<file path="config.mk">
export PLATFORM = sky130hd
export DESIGN_NAME = word_pattern_matcher_unit
export DESIGN_NICKNAME = d
export VERILOG_FILES = /design/src/rtl/wpm_pkg.sv /design/src/rtl/word_pattern_matcher_unit.sv
export SDC_FILE = /design/constraint.sdc
export NUM_CORES = 1
export LEC_CHECK = 0
export BUFFER_PORTS_ARGS = -buffer_cell sky130_fd_sc_hd__buf_2
export CORE_ASPECT_RATIO = 2
export CORE_UTILIZATION = 50
export CTS_BUF_LIST = sky130_fd_sc_hd__clkbuf_4
export DETAILED_ROUTE_END_ITERATION = 10
export PLACE_DENSITY_LB_ADDON = 0.08
export SYNTH_ARGS = -nofsm -noshare
export SYNTH_HDL_FRONTEND = slang
export SYNTH_SLANG_ARGS = --single-unit
</file>
<file path="constraint.sdc">
create_clock -name clock -period 18.3 [get_ports clock]
set_input_delay 2.745 -clock clock [delete_from_list [all_inputs] [get_ports clock]]
set_output_delay 2.745 -clock clock [all_outputs]
set_load 0.05 [all_outputs]
</file>
<file path="src/rtl/wpm_pkg.sv">
// Word pattern matcher package: sizes, character codes, status codes,
// sequencer and pattern-walk state types, character class helpers.
// No dependencies.
`default_nettype none

package wpm_pkg;

   localparam int MAX_PATTERN   = 16;
   localparam int POSITION_BITS = 16;
   localparam int PATTERN_SLOTS = 16;
   localparam int LENGTH_CAP    = (MAX_PATTERN < PATTERN_SLOTS) ? MAX_PATTERN : PATTERN_SLOTS;
   localparam int INDEX_BITS    = 5;
   localparam int CSR_ADDR_BITS = 5;
   localparam int CSR_DATA_BITS = 64;
   localparam int START_BITS    = 16;

   localparam logic [1:0] REG_LENGTH = 2'd0;
   localparam logic [1:0] REG_LOW    = 2'd1;
   localparam logic [1:0] REG_HIGH   = 2'd2;

   localparam logic [7:0] CHAR_BACKSLASH = 8'h5C;
   localparam logic [7:0] CHAR_DOT       = 8'h2E;
   localparam logic [7:0] CHAR_LBRACKET  = 8'h5B;
   localparam logic [7:0] CHAR_CARET     = 8'h5E;
   localparam logic [7:0] CHAR_RBRACKET  = 8'h5D;
   localparam logic [7:0] CHAR_SPACE     = 8'h20;
   localparam logic [7:0] CHAR_LOWER_A   = 8'h61;
   localparam logic [7:0] CHAR_LOWER_Z   = 8'h7A;
   localparam logic [7:0] CHAR_UPPER_A   = 8'h41;
   localparam logic [7:0] CHAR_UPPER_Z   = 8'h5A;

   typedef enum logic [1:0] {
      STATUS_FOUND,
      STATUS_NOT_FOUND,
      STATUS_BAD_PATTERN,
      STATUS_BAD_SOURCE
   } status_type;

   typedef enum logic [2:0] {
      ST_IDLE,
      ST_STEP,
      ST_ESCAPE,
      ST_CLASS,
      ST_CHECK,
      ST_RESULT
   } state_type;

   typedef enum logic [1:0] {
      WALK_PLAIN,
      WALK_ESCAPE,
      WALK_CLASS_OPEN,
      WALK_CLASS
   } walk_type;

   function automatic logic is_upper(input logic [7:0] c);
      return (c >= CHAR_UPPER_A) && (c <= CHAR_UPPER_Z);
   endfunction

   function automatic logic is_lower(input logic [7:0] c);
      return (c >= CHAR_LOWER_A) && (c <= CHAR_LOWER_Z);
   endfunction

   function automatic logic is_letter(input logic [7:0] c);
      return is_upper(c) || is_lower(c);
   endfunction

   function automatic logic is_pattern_char(input logic [7:0] c);
      return is_letter(c) || (c == CHAR_LBRACKET) || (c == CHAR_RBRACKET)
         || (c == CHAR_CARET) || (c == CHAR_BACKSLASH) || (c == CHAR_DOT);
   endfunction

endpackage

`default_nettype wire

</file>
<file path="src/rtl/word_pattern_matcher_unit.sv">
// Word pattern matcher top level: request/response channels, CSR port,
// sequencer around one shared pattern read and compare unit.
// Depends on wpm_pkg.
`default_nettype none

// Text streams in one character per request on req_*; the request marked
// req_last closes the text and yields exactly one response on rsp_*
// (status and start position of the first word-ending match).
// The pattern lives in three CSRs on the csr_* port (length at 0x00,
// characters 0-7 at 0x08, characters 8-15 at 0x10); write them only
// between texts.
// Each character is accepted, then passes the step state; a backslash
// element adds the escape state, and a [set] element adds the class state,
// which scans the pattern characters after its opening bracket up to the
// closing bracket, or past the pattern end when none follows. The final
// character then adds the pattern check over every pattern character, the
// close of the check and the result state.
// The single pattern read port serves all of these states, one pattern
// character per cycle.
// The response sits in an output register: new characters are accepted
// while it waits, and only the next final character holds in its result
// state until rsp_ready frees the register.
// Synchronous reset clears the CSRs, the sequencer state, the stream position and match state, and the response valid.
module word_pattern_matcher_unit #(
   parameter int POSITION_BITS = wpm_pkg::POSITION_BITS
) (
   input  wire logic                               clock,
   input  wire logic                               reset,
   input  wire logic                               req_valid,
   output logic                                    req_ready,
   input  wire logic [7:0]                         req_source_char,
   input  wire logic                               req_last,
   output logic                                    rsp_valid,
   input  wire logic                               rsp_ready,
   output logic [1:0]                              rsp_status,
   output logic [wpm_pkg::START_BITS-1:0]          rsp_match_start,
   input  wire logic                               csr_psel,
   input  wire logic                               csr_penable,
   input  wire logic                               csr_pwrite,
   input  wire logic [wpm_pkg::CSR_ADDR_BITS-1:0]  csr_paddr,
   input  wire logic [wpm_pkg::CSR_DATA_BITS-1:0]  csr_pwdata,
   output logic [wpm_pkg::CSR_DATA_BITS-1:0]       csr_prdata,
   output logic                                    csr_pready
);

   localparam int IB = wpm_pkg::INDEX_BITS;
   localparam int WideBits = (POSITION_BITS > wpm_pkg::START_BITS)
                             ? POSITION_BITS : wpm_pkg::START_BITS;
   localparam logic [IB-1:0] LengthCap = IB'(wpm_pkg::LENGTH_CAP);

   // configuration
   logic [IB-1:0] len_ff, len_in;
   logic [63:0]   pat_low_ff, pat_low_in;
   logic [63:0]   pat_high_ff, pat_high_in;

   // request and stream state
   logic [7:0]               char_ff, char_in;
   logic                     last_ff, last_in;
   logic [IB-1:0]            index_ff, index_in;
   logic [POSITION_BITS-1:0] cand_ff, cand_in;
   logic [POSITION_BITS-1:0] pos_ff, pos_in;
   logic [POSITION_BITS-1:0] found_start_ff, found_start_in;
   logic                     pending_ff, pending_in;
   logic                     found_ff, found_in;
   logic                     bad_source_ff, bad_source_in;

   // scan unit
   logic [IB-1:0]          scan_ff, scan_in;
   logic                   open_ff, open_in;
   logic                   neg_ff, neg_in;
   logic                   hit_ff, hit_in;
   logic                   ok_ff, ok_in;
   wpm_pkg::walk_type      walk_ff, walk_in;
   wpm_pkg::state_type     state_ff, state_in;

   // response register
   logic                         rsp_valid_ff, rsp_valid_in;
   wpm_pkg::status_type          rsp_status_ff, rsp_status_in;
   logic [wpm_pkg::START_BITS-1:0] rsp_start_ff, rsp_start_in;

   logic [127:0]  pattern_bits;
   logic [IB-1:0] m_eff;
   logic          in_range;
   logic [7:0]    pc;
   logic          c_space;
   logic          req_take;
   logic          csr_write;
   logic          out_free;
   logic          done;
   logic          apply;
   logic          go_escape;
   logic          go_class;
   logic [IB-1:0] adv;
   logic [IB-1:0] j_new;
   logic [WideBits-1:0] found_wide;

   assign pattern_bits = {pat_high_ff, pat_low_ff};
   assign m_eff        = (len_ff > LengthCap) ? LengthCap : len_ff;
   assign in_range     = scan_ff < m_eff;
   assign pc           = in_range ? pattern_bits[{scan_ff[3:0], 3'b000} +: 8] : 8'd0;
   assign c_space      = char_ff == wpm_pkg::CHAR_SPACE;
   assign req_take     = req_valid && req_ready;
   assign csr_write    = csr_psel && csr_penable && csr_pwrite;
   assign out_free     = !rsp_valid_ff || rsp_ready;
   assign found_wide   = WideBits'(found_start_ff);

   // shared step unit: one pattern character per cycle
   always_comb begin
      done      = 1'b0;
      apply     = 1'b0;
      go_escape = 1'b0;
      go_class  = 1'b0;
      adv       = index_ff;
      unique case (state_ff)
         wpm_pkg::ST_STEP: begin
            priority if (found_ff || (pending_ff && c_space)) begin
               done = 1'b1;
            end else if (c_space) begin
               done  = 1'b1;
               apply = 1'b1;
               adv   = '0;
            end else if (index_ff >= m_eff) begin
               done  = 1'b1;
               apply = 1'b1;
            end else if (pc == wpm_pkg::CHAR_BACKSLASH) begin
               go_escape = 1'b1;
            end else if (pc == wpm_pkg::CHAR_DOT) begin
               done  = 1'b1;
               apply = 1'b1;
               adv   = index_ff + IB'(1);
            end else if (pc == wpm_pkg::CHAR_LBRACKET) begin
               go_class = 1'b1;
            end else begin
               done  = 1'b1;
               apply = 1'b1;
               adv   = (char_ff == pc) ? index_ff + IB'(1) : index_ff;
            end
         end
         wpm_pkg::ST_ESCAPE: begin
            done  = 1'b1;
            apply = 1'b1;
            if (((pc == wpm_pkg::CHAR_LOWER_A) && wpm_pkg::is_lower(char_ff))
                  || ((pc == wpm_pkg::CHAR_UPPER_A) && wpm_pkg::is_upper(char_ff))) begin
               adv = index_ff + IB'(2);
            end
         end
         wpm_pkg::ST_CLASS: begin
            priority if (!in_range) begin
               done  = 1'b1;
               apply = 1'b1;
            end else if (open_ff && (pc == wpm_pkg::CHAR_CARET)) begin
               done = 1'b0;
            end else if (pc == wpm_pkg::CHAR_RBRACKET) begin
               done  = 1'b1;
               apply = 1'b1;
               adv   = (hit_ff ^ neg_ff) ? scan_ff + IB'(1) : index_ff;
            end else begin
               done = 1'b0;
            end
         end
         default: begin
            done = 1'b0;
         end
      endcase
   end

   assign j_new = ((adv == index_ff) || (adv > m_eff)) ? '0 : adv;

   // next state
   always_comb begin
      state_in = state_ff;
      priority if (done) begin
         state_in = last_ff ? wpm_pkg::ST_CHECK : wpm_pkg::ST_IDLE;
      end else begin
         unique case (state_ff)
            wpm_pkg::ST_IDLE: begin
               if (req_take) state_in = wpm_pkg::ST_STEP;
            end
            wpm_pkg::ST_STEP: begin
               priority if (go_escape) state_in = wpm_pkg::ST_ESCAPE;
               else if (go_class)      state_in = wpm_pkg::ST_CLASS;
               else                    state_in = wpm_pkg::ST_STEP;
            end
            wpm_pkg::ST_ESCAPE: begin
               state_in = wpm_pkg::ST_ESCAPE;
            end
            wpm_pkg::ST_CLASS: begin
               state_in = wpm_pkg::ST_CLASS;
            end
            wpm_pkg::ST_CHECK: begin
               if (!in_range) state_in = wpm_pkg::ST_RESULT;
            end
            wpm_pkg::ST_RESULT: begin
               if (out_free) state_in = wpm_pkg::ST_IDLE;
            end
            default: begin
               state_in = wpm_pkg::ST_IDLE;
            end
         endcase
      end
   end

   // outputs
   always_comb begin
      req_ready       = state_ff == wpm_pkg::ST_IDLE;
      rsp_valid       = rsp_valid_ff;
      rsp_status      = rsp_status_ff;
      rsp_match_start = rsp_start_ff;
      csr_pready      = 1'b1;
      unique case (csr_paddr[4:3])
         wpm_pkg::REG_LENGTH: csr_prdata = {{(wpm_pkg::CSR_DATA_BITS-IB){1'b0}}, len_ff};
         wpm_pkg::REG_LOW:    csr_prdata = pat_low_ff;
         wpm_pkg::REG_HIGH:   csr_prdata = pat_high_ff;
         default:             csr_prdata = '0;
      endcase
   end

   // datapath
   always_comb begin
      len_in         = len_ff;
      pat_low_in     = pat_low_ff;
      pat_high_in    = pat_high_ff;
      char_in        = char_ff;
      last_in        = last_ff;
      index_in       = index_ff;
      cand_in        = cand_ff;
      pos_in         = pos_ff;
      found_start_in = found_start_ff;
      pending_in     = pending_ff;
      found_in       = found_ff;
      bad_source_in  = bad_source_ff;
      scan_in        = scan_ff;
      open_in        = open_ff;
      neg_in         = neg_ff;
      hit_in         = hit_ff;
      ok_in          = ok_ff;
      walk_in        = walk_ff;
      rsp_status_in  = rsp_status_ff;
      rsp_start_in   = rsp_start_ff;
      rsp_valid_in   = rsp_ready ? 1'b0 : rsp_valid_ff;

      if (csr_write) begin
         unique case (csr_paddr[4:3])
            wpm_pkg::REG_LENGTH: len_in      = csr_pwdata[IB-1:0];
            wpm_pkg::REG_LOW:    pat_low_in  = csr_pwdata;
            wpm_pkg::REG_HIGH:   pat_high_in = csr_pwdata;
            default:             len_in      = len_ff;
         endcase
      end

      unique case (state_ff)
         wpm_pkg::ST_IDLE: begin
            if (req_take) begin
               char_in = req_source_char;
               last_in = req_last;
               scan_in = index_ff;
            end
         end
         wpm_pkg::ST_STEP: begin
            if (!wpm_pkg::is_letter(char_ff) && !c_space) bad_source_in = 1'b1;
            if (pos_ff != '1) pos_in = pos_ff + POSITION_BITS'(1);
            if (!found_ff) begin
               if (pending_ff && c_space) begin
                  found_in       = 1'b1;
                  found_start_in = cand_ff;
               end else begin
                  pending_in = 1'b0;
                  if (!c_space && (index_ff == '0)) cand_in = pos_ff;
               end
            end
            scan_in = scan_ff + IB'(1);
            open_in = 1'b1;
            neg_in  = 1'b0;
            hit_in  = 1'b0;
         end
         wpm_pkg::ST_CLASS: begin
            if (in_range) begin
               scan_in = scan_ff + IB'(1);
               open_in = 1'b0;
               if (open_ff && (pc == wpm_pkg::CHAR_CARET)) begin
                  neg_in = 1'b1;
               end else if (pc == char_ff) begin
                  hit_in = 1'b1;
               end
            end
         end
         wpm_pkg::ST_CHECK: begin
            if (in_range) begin
               scan_in = scan_ff + IB'(1);
               if (!wpm_pkg::is_pattern_char(pc)) ok_in = 1'b0;
               unique case (walk_ff)
                  wpm_pkg::WALK_PLAIN: begin
                     if (pc == wpm_pkg::CHAR_BACKSLASH)     walk_in = wpm_pkg::WALK_ESCAPE;
                     else if (pc == wpm_pkg::CHAR_LBRACKET) walk_in = wpm_pkg::WALK_CLASS_OPEN;
                  end
                  wpm_pkg::WALK_ESCAPE: begin
                     walk_in = wpm_pkg::WALK_PLAIN;
                  end
                  wpm_pkg::WALK_CLASS_OPEN: begin
                     walk_in = (pc == wpm_pkg::CHAR_RBRACKET) ? wpm_pkg::WALK_PLAIN
                                                              : wpm_pkg::WALK_CLASS;
                  end
                  wpm_pkg::WALK_CLASS: begin
                     if (pc == wpm_pkg::CHAR_RBRACKET) walk_in = wpm_pkg::WALK_PLAIN;
                  end
                  default: begin
                     walk_in = wpm_pkg::WALK_PLAIN;
                  end
               endcase
            end
         end
         wpm_pkg::ST_RESULT: begin
            if (out_free) begin
               rsp_valid_in = 1'b1;
               rsp_start_in = '0;
               priority if (!ok_ff || (walk_ff == wpm_pkg::WALK_CLASS_OPEN)
                            || (walk_ff == wpm_pkg::WALK_CLASS)) begin
                  rsp_status_in = wpm_pkg::STATUS_BAD_PATTERN;
               end else if (bad_source_ff) begin
                  rsp_status_in = wpm_pkg::STATUS_BAD_SOURCE;
               end else if (found_ff) begin
                  rsp_status_in = wpm_pkg::STATUS_FOUND;
                  rsp_start_in  = (found_wide > WideBits'({wpm_pkg::START_BITS{1'b1}}))
                                  ? '1 : found_wide[wpm_pkg::START_BITS-1:0];
               end else begin
                  rsp_status_in = wpm_pkg::STATUS_NOT_FOUND;
               end
               index_in       = '0;
               cand_in        = '0;
               pos_in         = '0;
               found_start_in = '0;
               pending_in     = 1'b0;
               found_in       = 1'b0;
               bad_source_in  = 1'b0;
            end
         end
         default: begin
            scan_in = scan_ff;
         end
      endcase

      // commit the new pattern index once the step unit is through
      if (apply) begin
         index_in = j_new;
         if ((m_eff != '0) && (j_new == m_eff)) begin
            if (last_ff) begin
               found_in       = 1'b1;
               found_start_in = cand_in;
            end else begin
               pending_in = 1'b1;
            end
         end
      end

      // start the pattern check after the final request
      if (done && last_ff) begin
         scan_in = '0;
         ok_in   = 1'b1;
         walk_in = wpm_pkg::WALK_PLAIN;
      end
   end

   always_ff @(posedge clock) begin
      if (reset) begin
         state_ff       <= wpm_pkg::ST_IDLE;
         len_ff         <= '0;
         pat_low_ff     <= '0;
         pat_high_ff    <= '0;
         index_ff       <= '0;
         cand_ff        <= '0;
         pos_ff         <= '0;
         found_start_ff <= '0;
         pending_ff     <= 1'b0;
         found_ff       <= 1'b0;
         bad_source_ff  <= 1'b0;
         rsp_valid_ff   <= 1'b0;
      end else begin
         state_ff       <= state_in;
         len_ff         <= len_in;
         pat_low_ff     <= pat_low_in;
         pat_high_ff    <= pat_high_in;
         index_ff       <= index_in;
         cand_ff        <= cand_in;
         pos_ff         <= pos_in;
         found_start_ff <= found_start_in;
         pending_ff     <= pending_in;
         found_ff       <= found_in;
         bad_source_ff  <= bad_source_in;
         rsp_valid_ff   <= rsp_valid_in;
      end
   end

   always_ff @(posedge clock) begin
      char_ff       <= char_in;
      last_ff       <= last_in;
      scan_ff       <= scan_in;
      open_ff       <= open_in;
      neg_ff        <= neg_in;
      hit_ff        <= hit_in;
      ok_ff         <= ok_in;
      walk_ff       <= walk_in;
      rsp_status_ff <= rsp_status_in;
      rsp_start_ff  <= rsp_start_in;
   end

endmodule

`default_nettype wire
</file>
# == Word level (Yosys, flattened, before mapping) ==
# Cells that the tools add are included.
# totals
ff_bits,231
inputBits,85
out_inout_bits,85
elab_cells,248
# op_classes
add_sub_neg,4
order_cmp,13
n_eq_ne,37
shifts,1
muxes,107
bitwise,3
reduce_logical,60
# op_table
op,n
2-to-1 mux 16 bit,13
case mux 64 bit (3 select lines),1
variable part select 128 x 8 -> 8 bit,1
case mux 16 bit (2 select lines),3
2-to-1 mux 5 bit,19
"== test 8 x 7 -> 1 bit, second input constant",6
2-to-1 mux 1 bit,47
"greater-or-equal comparator 8 x 7 -> 1 bit, second input constant",4
"<= comparator 8 x 7 -> 1 bit, second input constant",4
case mux 5 bit (3 select lines),2
case mux 3 bit (6 select lines),1
AND reduction 3 bit,6
"adder 16 x 1 -> 16 bit, second input constant",1
"== test 8 x 6 -> 1 bit, second input constant",2
== test 8 bit,2
"greater-than comparator 16 bit, second input constant",1
"inequality test 16 bit, second input constant",1
"inequality test 2 bit, second input constant",8
logical AND 1 bit,15
2-to-1 mux 3 bit,5
AND reduction 2 bit,7
logical OR 1 bit,13
2-to-1 mux 2 bit,6
case mux 1 bit (2 select lines),6
30 further kinds,51

# == Depth between registers and ports, before layout ==
# Gate-level depths: netlist (run 1).
# logic_depth
word_depth,20
mapped_depth,29

# == Least setup slack after synthesis (run 1) ==
# Ideal clock, no wire load.
# synth_timing
path_kind,input to output
startpoint,in csr_paddr[4] in the netlist's numbering
endpoint,out csr_prdata[13] in the netlist's numbering
arrival_ns,4.481
t_required_ns,15.555
slack_ns,11.074
path_stages,6
n_path_buf,4
cell_sequence,clkbuf_1 > nor2b_1 > clkbuf_1 > clkbuf_1 > clkbuf_1 > a22o_1
# synth_between
elab_chain_len,2
word_cells_on_any_way,4
classes_between,2 x eq/ne; 1 x mux; 1 x reduce/logical
# synth_lines
element,line_no,source
from (decl),word_pattern_matcher_unit.sv:40,"input wire logic [wpm_pkg::CSR_ADDR_BITS-1:0] csr_paddr,"
"== test 2 bit, or another cell as far along",word_pattern_matcher_unit.sv:210,unique case (csr_paddr[4:3])
case mux 64 bit (3 select lines) *,word_pattern_matcher_unit.sv:210,
to (decl),word_pattern_matcher_unit.sv:42,"output logic [wpm_pkg::CSR_DATA_BITS-1:0] csr_prdata,"
# Mark *: on every way between the ends. The rest lies on a longest branch, timed or not.

# == Worst setup path after layout (run 1) ==
# layout_timing
startpoint,reg len_ff[4]
endpoint,reg found_start_ff[14]
# layout_between
elab_chain_len,20
word_cells_on_any_way,48
classes_between,4 x order compare; 10 x eq/ne; 27 x mux; 7 x reduce/logical
# layout_lines
element,line_no,source
from (decl),word_pattern_matcher_unit.sv:52,"logic [IB-1:0] len_ff, len_in;"
from (signal assigned),word_pattern_matcher_unit.sv:379,len_ff <= len_in;
greater-than comparator 5 bit,word_pattern_matcher_unit.sv:98,assign m_eff = (len_ff > LengthCap) ? LengthCap : len_ff;
2-to-1 mux 5 bit *,word_pattern_matcher_unit.sv:98,
< comparator 5 bit,word_pattern_matcher_unit.sv:99,assign in_range = scan_ff < m_eff;
2-to-1 mux 8 bit,word_pattern_matcher_unit.sv:100,"assign pc = in_range ? pattern_bits[{scan_ff[3:0], 3'b000} +: 8] : 8'd0;"
== test 8 bit,word_pattern_matcher_unit.sv:136,adv = (char_ff == pc) ? index_ff + IB'(1) : index_ff;
2-to-1 mux 5 bit,word_pattern_matcher_unit.sv:136,
2-to-1 mux 5 bit,word_pattern_matcher_unit.sv:131,end else if (pc == wpm_pkg::CHAR_LBRACKET) begin
2-to-1 mux 5 bit,word_pattern_matcher_unit.sv:127,end else if (pc == wpm_pkg::CHAR_DOT) begin
[4 not listed],n/a,
case mux 5 bit (3 select lines),word_pattern_matcher_unit.sv:114,unique case (state_ff)
greater-than comparator 5 bit or == test 5 bit (tied branches),word_pattern_matcher_unit.sv:167,assign j_new = ((adv == index_ff) || (adv > m_eff)) ? '0 : adv;
logical OR 1 bit,word_pattern_matcher_unit.sv:167,
2-to-1 mux 5 bit,word_pattern_matcher_unit.sv:167,
== test 5 bit,word_pattern_matcher_unit.sv:345,if ((m_eff != '0) && (j_new == m_eff)) begin
logical AND 1 bit,word_pattern_matcher_unit.sv:345,
2-to-1 mux 16 bit,word_pattern_matcher_unit.sv:345,
2-to-1 mux 16 bit *,word_pattern_matcher_unit.sv:343,if (apply) begin
to (signal assigned),word_pattern_matcher_unit.sv:385,found_start_ff <= found_start_in;
to (decl),word_pattern_matcher_unit.sv:62,"logic [POSITION_BITS-1:0] found_start_ff, found_start_in;"
# Marks and branches as above.
# A chain may end at the register's enable or synchronous reset.

==> metrics.md, run 1 <==
| Metric | Value |
|---|---|
| Prevailing post-synth register cell | dfxtp_1 |
| Number of hold violations in the final report | 0 |
| Num CTS Buffers | 55 |
| Setup total negative slack | 0 ns |
| Number of top-level design ports | 170 |
| Status | finished clean |
| Share of Yosys cell area claimed by the top area cell type | 0.316 |
| Number of vias after detailed routing | 12127 |
| MaxCap Viol Count | 0 |
| Height of the chip | 228 um |
| Category of the most critical setup path | reg -> reg |
| Cell leakage power | 0.00536 uW |
| Launching element type of the critical path | flip-flop |
| Per-cell via count in the routed design | 5.97 |
| Most common library cells after synthesis | 342 x nand2_1, 204 x a21oi_1, 201 x dfxtp_1 |
| Flop and latch count out of synthesis | 231 |
| Slowest CP cell | nor2_1 |
| Mapped cell area | 12700 sq um |
| Fmax | 137 MHz |
| Wire length on met2 | 23.8 mm |
| Drt pass-1 iters | 5 |
| Site row count | 82 |
| DR WL/cell | 21.7 um |
| Top layer in use | met4 |
| Class of the tightest hold or removal check | reg -> reg |
| Setup violation total in the final timing report | 0 |
| Area Overhead vs Synth | 11.9% |
| Detailed-route DRC error count | 0 |
| Count of input and output buffers | 165 |
| Measured slew at the worst slew-check pin | 1.10 ns |
| Placeable Area | 25000 sq um |
| Data required time of the worst path | 18.89 ns |
| Share of post-route cells with drive strength above 1 | 0.194 |
| R2r worst-path depth | 25 |
| Proportion of register bits with asynchronous set or reset after synthesis | 0 |
| CTS tree | done |
| Rel. slew slack | 0.265 |
| Worst hold path depth | 2 |
| Vias in the first global route | 12010 |
| Delay of the slowest critical-path stage | 0.73 ns |
| Number of nets produced by synthesis | 1637 |
| Clock-pin slew of the registers on the worst-case setup and hold paths | 0.08 ns |
| Final period utilization | 0.400 |
| Share of synthesized area occupied by flip-flops and latches | 0.387 |
| Fillers | 2518 |
| Global-route wire length before repair | 66.7 mm |
| Syn. warnings | 0 |
| Number of instances in the synthesized netlist | 1533 |
| CP max FO | 17 |
| Total power after layout | 1220 uW |
| Dominant cell type by area after synthesis | dfxtp_1 |
| Antenna violations before repair | 2 |
| Overall global routing resource usage | 0.340 |
| Total wirelength of the detailed-routed design | 44.0 mm |
| X dimension of the die | 115 um |
| Biggest area contributors in the synthesized netlist | dfxtp_1 32%, nand2_1 10%, a21oi_1 8.0% |
| Worst-case vdd ir drop | 0.0552 mV |
| Setup skew after layout | 0.0523 ns |
| Post-Syn Area per Cell | 8.30 sq um |
| Final min period | 7.31 ns |
| Post-layout instance area | 14200 sq um |
| Routed Antenna Nets | 0 |
| Total congestion overflow | 0 |
| Number of enable-type register cells in the synthesized netlist | 30 |
| Met1 Wirelength | 14.0 mm |
| Starting density of the core | 0.508 |
| DP Wirelength | 31.8 mm |
| Number of distinct library cells after synthesis | 82 |
| Max-slew violation count | 0 |
| PostCTS Resize Cnt | 0 |
| Area of the die | 26100 sq um |
| R2R Setup Slk | 10.99 ns |
| Number of buffers between clock root and the deepest sink | 3 |
| Violation count after the first detailed-route iteration | 606 |
| Final Net Count | 1765 |
| Cell with the most instances after synthesis | nand2_1 |
| Number of sinks handled by clock tree synthesis | 231 |
| Pin count of the biggest net entering global routing | 104 |
| Root Buffer Master | clkbuf_4 |
| RSZ-0062 raised after global routing | false |
| Number of setup buffers added after CTS | 0 |
| Routability-driven placement congestion ratio | 0.943 |
| Final core area utilization | 0.568 |
| Placed inst area | 13600 sq um |
| Clock Latency Late Sink | 0.75 ns |
| Max H-tree Level | 2 |
| Total of hold buffers inserted after clock tree synthesis | 0 |
| Minimum hold slack | 0.468 ns |
| Wire length on met3 | 2.04 mm |
| Areal power density over the cells | 85.9 nW/um^2 |
| Endpoint kind of the worst setup timing path | flip-flop |
| WP data arrival | 7.91 ns |
## cell families after synthesis
group | synth area share
simple gates | 0.227
compound gates | 0.207
flops | 0.387
buf+inv | 0.0449
mux | 0.0993
xor+xnor | 0.0152
fa+ha+maj | 0.0187
other cells | 0.000295
## worst paths after layout
kind                       start            endpoint
setup / recovery       len_ff[4]  found_start_ff[14]
hold / removal    pat_low_ff[35]      pat_low_ff[35]
hold reg to reg   pat_low_ff[35]      pat_low_ff[35]
setup reg to reg       len_ff[4]  found_start_ff[14]
## power breakdown
group / leakage (uW) / switching [uW] / total [uW] / internal (uW)
sequential: 0.00191 / 18.4 / 546 / 527
combinational: 0.00308 / 188 / 280 / 91.9
clock: 0.000374 / 207 / 396 / 189
total: 0.00536 / 413 / 1220 / 808
## through the flow
step,cells,setup slack (ns)
final,2030,10.99
after global routing,2030,10.48
after CTS,2028,10.99
after detailed placement,1940,11.07
after global placement,1940,11.13
after floorplan,1533,11.07
## state kept, by name, indices dropped and copies added, names as in the netlist, 3 cells and up
| name | cells |
|---|---|
| state_ff | 3 |
| char_ff | 8 |
| cand_ff | 16 |
| found_start_ff | 16 |
| len_ff | 5 |
| scan_ff | 5 |
| index_ff | 5 |
| pos_ff | 16 |
| rsp_match_start | 16 |
| pat_high_ff | 64 |
| pat_low_ff | 64 |
## layout by cell type (no fill, tap or decap), types with 14 or more instances in the layout
master	synthesis	layout
a21oi_1	204	204
a22o_1	62	62
a22oi_1	14	14
and2_1	26	26
buf_2	6	164
buf_4	5	16
clkbuf_4	0	76
dfxtp_1	201	199
edfxtp_1	30	30
ha_1	19	19
inv_1	19	19
mux2_2	18	18
mux2i_1	47	47
mux4_2	16	16
nand2_1	342	342
nand2b_1	15	15
nand3_1	61	61
nor2_1	86	86
nor3_1	17	17
o21ai_0	33	33
## area by class of cell
class	count	area, sq um	area share
diodes	2	5.00	0.000352
clock buffers	76	571	0.0401
clock inverters	12	51.3	0.00361
inverters	19	71.3	0.00501
multi-input cells	1174	7240	0.509
flip-flops and latches	231	4930	0.346
well taps	336	420	0.0296
repair buffers	180	941	0.0661
## per-layer routing
layer	track usage	vias up
li1	-	5755
met1	0.308	5789
met2	0.629	415
met3	0.0620	168
met4	0.310	0
met5	0	-
## critical path, delay by kind of cell (launching register included)
family                   cells  cell delay [ns]
AO/OA/AOI/OAI                9             1.93
adder cells (fa/ha/maj)      2             0.57
buffers and inverters        2             0.30
flip-flops                   1             0.51
multiplexers                 1             0.40
AND/OR/NAND/NOR             11             3.44
No activity file was read; power rests on OpenSTA's default activity.
==> run 2, diff against run 1 <==
ABC_AREA = 1   (was unset)
clock period = 7.04 ns   (was 18.3 ns; I/O delays follow)
==> run 2 against run 1 <==
Effect of this change:
- register-to-register slack got worse by 9.9 ns
- highest routed layer is now met5
- core utilization is 0.29 points higher
- critical endpoint unchanged
- critical path type unchanged
- largest cell class unchanged
- die area decreased by 0.65%
- worst hold slack got worse by 0.017 ns
- final area up 0.11%
- critical path depth grew 11
- wire length decreased by 4.6%
- global-route usage decreased by 0.92 points
- combinational power grew to 6.3 times the previous value
- sequential power rose to 2.8 times the previous value
- largest power group is now combinational logic
==> metrics.md, run 2 <==
| Metric | Value |
|---|---|
| Status | finished clean |
| Rel. slew slack | 0.184 |
| Worst reg2reg path startpoint | len_ff[1] |
| Syn. warnings | 0 |
| Placeable Area | 24900 sq um |
| Count of input and output buffers | 165 |
| Share of post-route cells with drive strength above 1 | 0.164 |
| Max H-tree Level | 2 |
| Met2 usage in global routing | 0.606 |
| Number of vias after detailed routing | 13045 |
| R2r worst-path depth | 36 |
| Drt pass-1 iters | 5 |
| Flop and latch count out of synthesis | 231 |
| Clock-pin slew of the registers on the worst-case setup and hold paths | 0.09 ns |
| Detailed-route DRC error count | 0 |
| Worst-case vdd ir drop | 0.182 mV |
| Start point of the critical path | len_ff[1] |
| Most frequent standard cell in the layout excluding fill and tap cells | nor2_1 |
| Max-slew violation count | 0 |
| Launching element type of the critical path | flip-flop |
| Number of top-level design ports | 170 |
| CTS tree | done |
| Proportion of register bits with asynchronous set or reset after synthesis | 0 |
| Number of instances in the synthesized netlist | 1836 |
| Placed inst area | 13600 sq um |
| Slowest CP cell | nor2_4 |
| Largest regs | pat_high_ff: 64 flops, pat_low_ff: 64 flops |
| Delay of the slowest critical-path stage | 0.40 ns |
| Fraction of the mapped netlist area in compound gates | 0.168 |
| Root Buffer Master | clkbuf_4 |
| MaxCap Viol Count | 0 |
| Post-synthesis adder-cell area fraction | 0.0188 |
| Final worst-path setup slack | 1.14 ns |
| Global-route wire length before repair | 65.9 mm |
| Worst hold path depth | 2 |
| Most heavily used metal layer in global routing | met2 |
| Area of the die | 25900 sq um |
| Post-Syn Area per Cell | 6.88 sq um |
| PostCTS Resize Cnt | 0 |
| Vias in the first global route | 12622 |
| Share of Yosys cell area claimed by the top area cell type | 0.319 |
| Buffers and inverters on the worst path | 4 |
| Num CTS Buffers | 54 |
| Final Net Count | 2079 |
| Routed Antenna Nets | 0 |
| Mapped cell area | 12600 sq um |
| R2R Setup Slk | 1.14 ns |
| Met3 track utilization from global routing | 0.0559 |
| Post-layout instance area | 14200 sq um |
| Fraction of synthesized cell area in xor and xnor cells | 0.00416 |
| Footprint of the multi-input gates | 6580 sq um |
| Per-cell via count in the routed design | 5.54 |
| WP data arrival | 6.51 ns |
| Number of nets produced by synthesis | 1940 |
| Height of the chip | 227 um |
| Reg2Reg Capture Point | found_start_ff[14] |
| Endpoint kind of the worst setup timing path | flip-flop |
| Pin count of the biggest net entering global routing | 108 |
| Number of sinks handled by clock tree synthesis | 231 |
| Setup violation total in the final timing report | 0 |
| Share of synthesized area occupied by flip-flops and latches | 0.390 |
| Biggest area contributors in the synthesized netlist | dfxtp_1 32%, nor2_1 11%, nand2_1 9.1% |
| Area Overhead vs Synth | 12.7% |
| X dimension of the die | 114 um |
| Site row count | 82 |
| Critical path's most frequent cell | nand2_1 |
| Violation count after the first detailed-route iteration | 798 |
| Simple-gate share of the synthesized area | 0.326 |
| Endpoint of the worst hold-timing path | ok_ff |
| Hold Startpoint | ok_ff |
| Number of enable-type register cells in the synthesized netlist | 30 |
| CP max FO | 18 |
| DR WL/cell | 17.8 um |
| Pre-CTS setup slack | 1.20 ns |
| Prevailing post-synth register cell | dfxtp_1 |
| DP Wirelength | 30.0 mm |
| Share of cell area taken by muxes after synthesis | 0.00168 |
| Overall global routing resource usage | 0.331 |
| Starting density of the core | 0.507 |
| Data required time of the worst path | 7.64 ns |
| RSZ-0062 raised after global routing | false |
| Met1 routing resource usage after global routing | 0.320 |
| Antenna violations before repair | 3 |
| Setup skew after layout | 0.0492 ns |
| Commonest non-fill, non-tap cells in the layout | 363 x nor2_1, 305 x nand2_1, 200 x dfxtp_1, 183 x nand3_1, 171 x o21ai_0 |
| Dominant cell type by area after synthesis | dfxtp_1 |
| Category of the most critical setup path | reg -> reg |
| Fillers | 2558 |
| Crit path max-delay family | simple AND/OR/NAND/NOR gates |
| Largest family of logic cells by synthesized area | simple AND/OR/NAND/NOR gates |
| Measured slew at the worst slew-check pin | 1.21 ns |
| Number of buffers between clock root and the deepest sink | 3 |
| Cell with the most instances after synthesis | nor2_1 |
| Cell leakage power | 0.00632 uW |
| Number of hold violations in the final report | 0 |
| Clock Latency Late Sink | 0.75 ns |
| Number of setup buffers added after CTS | 0 |
| Total wirelength of the detailed-routed design | 42.0 mm |
| Number of distinct library cells after synthesis | 52 |
| Class of the tightest hold or removal check | reg -> reg |
| Setup total negative slack | 0 ns |
| Total of hold buffers inserted after clock tree synthesis | 0 |
| Final period utilization | 0.839 |
| Most common library cells after synthesis | 368 x nor2_1, 305 x nand2_1, 201 x dfxtp_1 |
| Fmax | 169 MHz |
| Register area | 4930 sq um |
| Total congestion overflow | 0 |
| Routability-driven placement congestion ratio | 0.954 |
| Areal power density over the cells | 307 nW/um^2 |
| Final min period | 5.90 ns |
==> run 2: changes by cell type in the layout (fill, tap and decap cells not counted), sizes merged, moves of 46 or more <==
cell and delta:
a21oi -143, o21ai +139, mux2i -46, inv +154, nor2 +295, nand3 +133
==> run 2: how the worst max path moves through the flow <==
stage	to	cells past startpoint
after global routing	found_start_ff[1]	36
after detailed placement	found_start_ff[14]	36
after floorplan	found_start_ff[15]	37
after global placement	found_start_ff[14]	36
after CTS	found_start_ff[4]	36
final	found_start_ff[14]	36
==> run 2: cells by family (layout without fill, tap and decap cells) <==
group                      Yosys count  in the layout
adders and majority gates           19             19
xor gates and xnor gates             6              6
buffers and inverters              275            456
AOI/OAI and AO/OA                  355            355
DFF                                231            231
other                                1              3
and+or+nand+nor                    947            947
muxes                                2              2
==> run 2: metrics by stage <==
stage | total power, uW | cells | util | hold slack, ns
2_1_floorplan | 2860 | 1836 | - | 0.419
3_3_place_gp | 3280 | 2255 | 0.544 | 0.433
3_5_place_dp | 3290 | 2255 | 0.544 | 0.436
4_1_cts | 4390 | 2353 | 0.571 | 0.453
5_1_grt | 4670 | 2355 | 0.571 | 0.453
6_report | 4380 | 2355 | 0.571 | 0.452
==> run 2: final cells by class <==
cell class,instances,area share
Multi-Input combinational cell,1330,0.462
Sequential cell,231,0.346
Timing Repair Buffer,181,0.0664
Inverter,177,0.0475
Clock buffer,82,0.0432
Tap cell,336,0.0295
Clock inverter,16,0.00474
Antenna cell,2,0.000351
==> run 2: per-layer routing <==
metal | vias up | routed length (um)
met5 | - | 10
met4 | 2 | 3520
met3 | 163 | 2100
met2 | 452 | 22100
met1 | 6018 | 14200
li1 | 6410 | -
==> run 2: tightest hold or removal path: cells and delay by family, from the launching register on <==
family        cells  cell delay (ns)
flops             1             0.32
simple gates      2             0.10
==> run 2: power by group <==
group,total [uW],switching [uW],internal (uW),leakage [uW]
clock network,1100,568,532,0.000411
logic,1750,1250,499,0.00400
registers,1530,117,1420,0.00191
